--- config.mk ---
export PLATFORM = sky130hd
export DESIGN_NAME = gb2312_text_glyph_addresser_top
export DESIGN_NICKNAME = d
export VERILOG_FILES = /design/src/rtl/gtga_pkg.sv /design/src/rtl/gb2312_text_glyph_addresser_top.sv
export SDC_FILE = /design/constraint.sdc
export NUM_CORES = 1
export LEC_CHECK = 0
export BUFFER_PORTS_ARGS = -buffer_cell sky130_fd_sc_hd__buf_2
export CORE_MARGIN = 5
export CORE_UTILIZATION = 35
export CTS_BUF_LIST = sky130_fd_sc_hd__clkbuf_8
export DETAILED_ROUTE_END_ITERATION = 8
export HOLD_SLACK_MARGIN = 0.02
export PLACE_DENSITY = 0.63
export SKIP_LAST_GASP = 1
export SYNTH_ARGS = -nofsm -noshare
export SYNTH_HDL_FRONTEND = slang
export SYNTH_SLANG_ARGS = --single-unit
export TNS_END_PERCENT = 30
--- constraint.sdc ---
create_clock -name i_clk -period 9.59 [get_ports i_clk]
set_input_delay 0.959 -clock i_clk [delete_from_list [all_inputs] [get_ports i_clk]]
set_output_delay 0.959 -clock i_clk [all_outputs]
set_load 0.02 [all_outputs]
--- src/rtl/gtga_pkg.sv ---
package gtga_pkg;

    // Result kinds reported on the glyph_kind field.
    localparam logic [2:0] KIND_ASCII   = 3'd0;
    localparam logic [2:0] KIND_HANZI   = 3'd1;
    localparam logic [2:0] KIND_SKIPPED = 3'd2;
    localparam logic [2:0] KIND_ABORTED = 3'd3;
    localparam logic [2:0] KIND_ENDED   = 3'd4;

    // Code layout of the double-byte character set.
    localparam logic [7:0] LEAD_MIN  = 8'hA0;
    localparam logic [6:0] ZONE_MAX  = 7'd87;
    localparam logic [6:0] POS_MAX   = 7'd94;
    localparam logic [6:0] GAP_FIRST = 7'd10;
    localparam logic [6:0] GAP_LAST  = 7'd15;
    localparam logic [6:0] ZONE_GAP  = 7'd6;

    // One hanzi glyph is 32 bytes, one zone row holds 94 glyphs.
    localparam logic [17:0] ROW_BYTES = 18'd3008;

    // Pen advance in pixels.
    localparam logic [15:0] ASCII_ADVANCE = 16'd8;
    localparam logic [15:0] HANZI_ADVANCE = 16'd16;

    typedef struct packed {
        logic [2:0]  kind;
        logic [17:0] address;
        logic [15:0] pen_x;
    } t_glyph;

endpackage

--- src/rtl/gb2312_text_glyph_addresser_top.sv ---
// Each glyph result is registered. Throughput: one byte per cycle while the input is not stalled;
// the single result register is refilled while it is emptied.
// Input stall rises only when the result register is full and the output side is stalled.
// Reset (synchronous, active low) clears the lead-pending flag, the abort flag and the result
// valid, and sets the origin and the pen position to zero.
module gb2312_text_glyph_addresser_top (
    input  logic        i_clk,
    input  logic        i_rst_n,
    input  logic        i_cfg_valid,
    output logic        o_cfg_ready,
    input  logic [15:0] i_cfg_data,
    input  logic        i_in_valid,
    output logic        o_in_stall,
    input  logic [7:0]  i_text_byte,
    output logic        o_out_valid,
    input  logic        i_out_stall,
    output logic [2:0]  o_glyph_kind,
    output logic [17:0] o_glyph_address,
    output logic [15:0] o_pen_x
);

    logic [15:0] r_origin;
    logic [15:0] r_pen;
    logic [15:0] n_pen;
    logic        r_pending;
    logic        n_pending;
    logic [6:0]  r_zone;
    logic        r_aborted;
    logic        n_aborted;
    logic        r_out_valid;
    gtga_pkg::t_glyph r_out;
    gtga_pkg::t_glyph n_out;
    logic        n_emit;

    logic        accept;
    logic        is_lead;
    logic [6:0]  pos;
    logic [6:0]  zone_adj;
    logic [6:0]  zone_m1;
    logic [6:0]  pos_m1;
    logic        pair_bad;
    logic [17:0] hanzi_addr;

    // Configuration writes are taken in any cycle.
    assign o_cfg_ready = 1'b1;

    // The result register frees itself whenever the output side takes its transaction.
    assign o_in_stall = r_out_valid && i_out_stall;
    assign accept     = i_in_valid && !o_in_stall;

    // Zone and position of a double-byte pair, with the gap zones folded out.
    assign is_lead    = (i_text_byte >= gtga_pkg::LEAD_MIN);
    assign pos        = 7'(i_text_byte - gtga_pkg::LEAD_MIN);
    assign zone_adj   = (r_zone > gtga_pkg::GAP_LAST) ? (r_zone - gtga_pkg::ZONE_GAP) : r_zone;
    assign zone_m1    = zone_adj - 7'd1;
    assign pos_m1     = pos - 7'd1;
    assign pair_bad   = (r_zone == 7'd0) || (pos == 7'd0) ||
                        (r_zone > gtga_pkg::ZONE_MAX) || (pos > gtga_pkg::POS_MAX) ||
                        ((r_zone >= gtga_pkg::GAP_FIRST) && (r_zone <= gtga_pkg::GAP_LAST));
    assign hanzi_addr = (18'(zone_m1) * gtga_pkg::ROW_BYTES) + {6'd0, pos_m1, 5'd0};

    // Decode one byte against the string state.
    always_comb begin
        n_pen        = r_pen;
        n_pending    = r_pending;
        n_aborted    = r_aborted;
        n_emit       = 1'b0;
        n_out.kind    = gtga_pkg::KIND_ENDED;
        n_out.address = 18'd0;
        n_out.pen_x   = r_pen;
        if (r_pending) begin
            n_emit    = 1'b1;
            n_pending = 1'b0;
            if (!is_lead) begin
                // A trail byte below the lead range aborts the string.
                n_out.kind = gtga_pkg::KIND_ABORTED;
                if (i_text_byte == 8'd0) begin
                    n_aborted = 1'b0;
                    n_pen     = r_origin;
                end else begin
                    n_aborted = 1'b1;
                end
            end else begin
                n_pen = r_pen + gtga_pkg::HANZI_ADVANCE;
                if (pair_bad) begin
                    n_out.kind = gtga_pkg::KIND_SKIPPED;
                end else begin
                    n_out.kind    = gtga_pkg::KIND_HANZI;
                    n_out.address = hanzi_addr;
                end
            end
        end else if (i_text_byte == 8'd0) begin
            // End of string: everything returns to the origin.
            n_emit     = 1'b1;
            n_out.kind = gtga_pkg::KIND_ENDED;
            n_aborted  = 1'b0;
            n_pen      = r_origin;
        end else if (!r_aborted) begin
            if (is_lead) begin
                n_pending = 1'b1;
            end else begin
                n_emit        = 1'b1;
                n_out.kind    = gtga_pkg::KIND_ASCII;
                n_out.address = {6'd0, i_text_byte, 4'd0};
                n_pen         = r_pen + gtga_pkg::ASCII_ADVANCE;
            end
        end
    end

    // String state and configuration.
    always_ff @(posedge i_clk) begin
        if (!i_rst_n) begin
            r_origin  <= 16'd0;
            r_pen     <= 16'd0;
            r_pending <= 1'b0;
            r_aborted <= 1'b0;
        end else if (i_cfg_valid) begin
            r_origin <= i_cfg_data;
            r_pen    <= i_cfg_data;
        end else if (accept) begin
            r_pen     <= n_pen;
            r_pending <= n_pending;
            r_aborted <= n_aborted;
        end
    end

    // The lead byte is kept as its zone number.
    always_ff @(posedge i_clk) begin
        if (accept && !r_pending && is_lead) begin
            r_zone <= pos;
        end
    end

    // Result register.
    always_ff @(posedge i_clk) begin
        if (!i_rst_n) begin
            r_out_valid <= 1'b0;
        end else if (accept) begin
            r_out_valid <= n_emit;
        end else if (!i_out_stall) begin
            r_out_valid <= 1'b0;
        end
    end

    always_ff @(posedge i_clk) begin
        if (accept && n_emit) begin
            r_out <= n_out;
        end
    end

    assign o_out_valid     = r_out_valid;
    assign o_glyph_kind    = r_out.kind;
    assign o_glyph_address = r_out.address;
    assign o_pen_x         = r_out.pen_x;

endmodule

==> metrics <==
fillers=1497; clk sink count=75; DRT Wirelength=~13000 µm; GRT Util Overall=between 10% and 20%; first-pass GRT wire length=20930 µm; CP max stage cell=fa_1; Most used DFF post-synth=edfxtp_1; DR vias/cell=5.242; crit-path max cell delay=between 0.5 and 0.6 ns; synth-to-layout area growth=12.64%; initial antenna violation count=0; Worst Hold Class=reg2reg; Startpoint Class=flip-flop; maximum clock insertion buffer count=2; vias post-DR=4173; cells along the critical path=ha_1 -> nand2_1 -> a21oi_1 -> a21oi_2 -> xnor2_2 -> inv_1 -> ha_1 -> xnor2_1 -> inv_1 -> fa_1 -> inv_1 -> ha_1 -> fa_1 -> inv_1 -> fa_1 -> xnor2_1 -> ha_1 -> nor2_1 -> nor2_1 -> nand2_1 -> nor4b_1 -> xnor2_1 -> mux2i_1; Slew HR=28.83%; max-slew violations=0; leading cell types by total area after synthesis=edfxtp_1 (23%), dfxtp_1 (14%), ha_1 (9.0%); # Max-Cap Violations=0; Synth cell types=69; Slew @ Worst Pin=between 1 and 1.5 ns; min-delay src=r_pen[0]; CP Buf/Inv Count=4; number of global-route vias before repair=4337; most frequent cells in the layout=buf_2 (63), nand2_1 (54), inv_1 (54); wire per inst=15.76 µm; final instance area=slightly below 6000 µm²; fin nets=686; Die ar.=17300 µm²; achievable frequency=160.5 MHz; Tcrit/Tclk final=64.96%; clk_lat worst skew=between 0.3 and 0.4 ns; status=finished, final reports clean; critical path class=reg2reg; grt total ovfl=0; mapped cell area=around 5200 µm²; Static Leak=2.465 nW; PostCTS Resize Cnt=0; Residual DRC=0; clock slew at reported path FFs=0.08 ns; Antenna diodes=0; Initial Utilization=35.56%; final hold violation count=0; pwr dens=212.4 nW/µm²; delay-heaviest family, CP=adder cells; IO Count=between 60 and 70; Synth area leader=edfxtp_1; Syn Area/Cell=between 9 and 10 µm²; share of cells above drive strength 1=15.20%; Syn Inst Count=548; Worst Path Max Fanout=8; Iteration-0 DRC Markers=218; TritonCTS Buffers=9; RSZ-0062 raised after global routing=no; Die Y-Extent=131.5 µm; GPL Wtd Cong=0.9035; Worst EP required=9.81 ns; Post-CTS Hold Fix Bufs=0; Core Area=14530 µm²; postcts setup bufs=0; top cell type's share of synthesized area=23.24%; Die Wd=~130 µm; H-tree Lvls=3; crit path capture type=flip-flop; placed cell areas=5643 µm²; post-DP HPWL=9337 µm; TritonRoute pass-1 iters=5; Routed Antenna Nets=0; Post-synth EDFFs=40; commonest non-fill, non-tap cell in the layout=buf_2; largest net degree at the start of global routing=36; peak supply drop=0.1164 mV; Setup Skew=0.01005 ns; Seq/Total Area, Yosys=36.79%; register-to-register setup slack=3.36 ns; Root Driver=clkbuf_8; shortest period the worst path allows=6.230 ns; Final setup viols=0; port buffer count=63; CP Launch Point=r_zone[2]; Synth Register Bits=75; ys async rst share=0%; Final Non-Filler Cells=approximately 800; floorplan row count=44; FF-to-FF Start=r_zone[2]; YS warnings=0; CTS tree=yes; Placed Cells=780; Setup Total Neg Slack=0 ns; Worst Path Arrival=6.45 ns
[power by group]
group | total, mW | switching [mW] | internal, mW
registers | 0.375 | 0.0147 | 0.361
logic | 0.625 | 0.368 | 0.257
clock network | 0.237 | 0.121 | 0.116
[area by class of cell]
cell class	count	area, µm²	share of cell area [%]
inverters	51	191.4	3.288
clock buffers	9	123.9	2.128
well taps	184	230.2	3.954
multi-input cells	403	2974	51.09
clock inverters	7	55.05	0.9456
flip-flops and latches	75	1902	32.67
repair buffers	67	345.3	5.932
[kinds of logic after synthesis]
| family | Yosys count | synth area share [%] |
|---|---|---|
| simple gates | 153 | 14.74 |
| compound gates | 143 | 19.03 |
| flops | 75 | 36.79 |
| buf+inv | 73 | 6.027 |
| fa+ha+maj | 50 | 13.99 |
| xor+xnor | 39 | 6.754 |
| mux | 13 | 2.517 |
| other cells | 2 | 0.1453 |
[routing by layer]
| metal | GRT usage, % | wire length, µm | vias to the layer above | share of wire, % |
|---|---|---|---|---|
| met1 | 16.96 | 5402 | 2002 | 43 |
| met5 | 0 | 0 | - | 0 |
| met3 | 3.020 | 547 | 18 | 4.4 |
| met2 | 26.55 | 6404 | 98 | 51 |
| li1 | - | - | 2055 | - |
| met4 | 5.771 | 192 | 0 | 1.5 |
[path summary, 6_finish.rpt]
| check | end | depth (start not counted) |
|---|---|---|
| worst max register to register | o_glyph_address[17] | 23 |
| worst min-delay path | o_pen_x[0] | 0 |
| worst max-delay path | o_glyph_address[17] | 23 |
| worst min register to register | o_pen_x[0] | 0 |
[registers in the layout, summed over array words and instances, names as in the netlist, 3 cells and up]
register / count
o_glyph_kind: 3
o_pen_x: 16
o_glyph_address: 14
r_pen: 16
r_origin: 16
r_zone: 7
[cells in the mapped netlist, types with 8 or more instances]
master / n
nand2_1: 54
inv_1: 50
edfxtp_1: 40
ha_1: 37
dfxtp_1: 35
o21ai_0: 31
a21oi_1: 28
xnor2_1: 26
nor2_1: 25
nand3_1: 18
fa_1: 13
mux2i_1: 13
a21boi_0: 12
clkbuf_1: 12
xor2_1: 12
nor3_1: 11
a21o_1: 10
and2_1: 8
nor2b_1: 8
[through the flow]
stage	utilization (%)	hold WS (ns)	worst slack [ns]	power [mW]
6_report	40.06	0.4359	3.360	1.237
5_1_grt	40.06	0.4549	2.722	1.334
4_1_cts	40.06	0.4366	3.413	1.244
3_5_place_dp	38.83	0.4204	3.461	0.9982
3_3_place_gp	38.83	0.4239	3.707	0.9851
2_1_floorplan	-	0.4080	4.061	0.8787
Note: power is estimated with default switching activity, not from simulation.
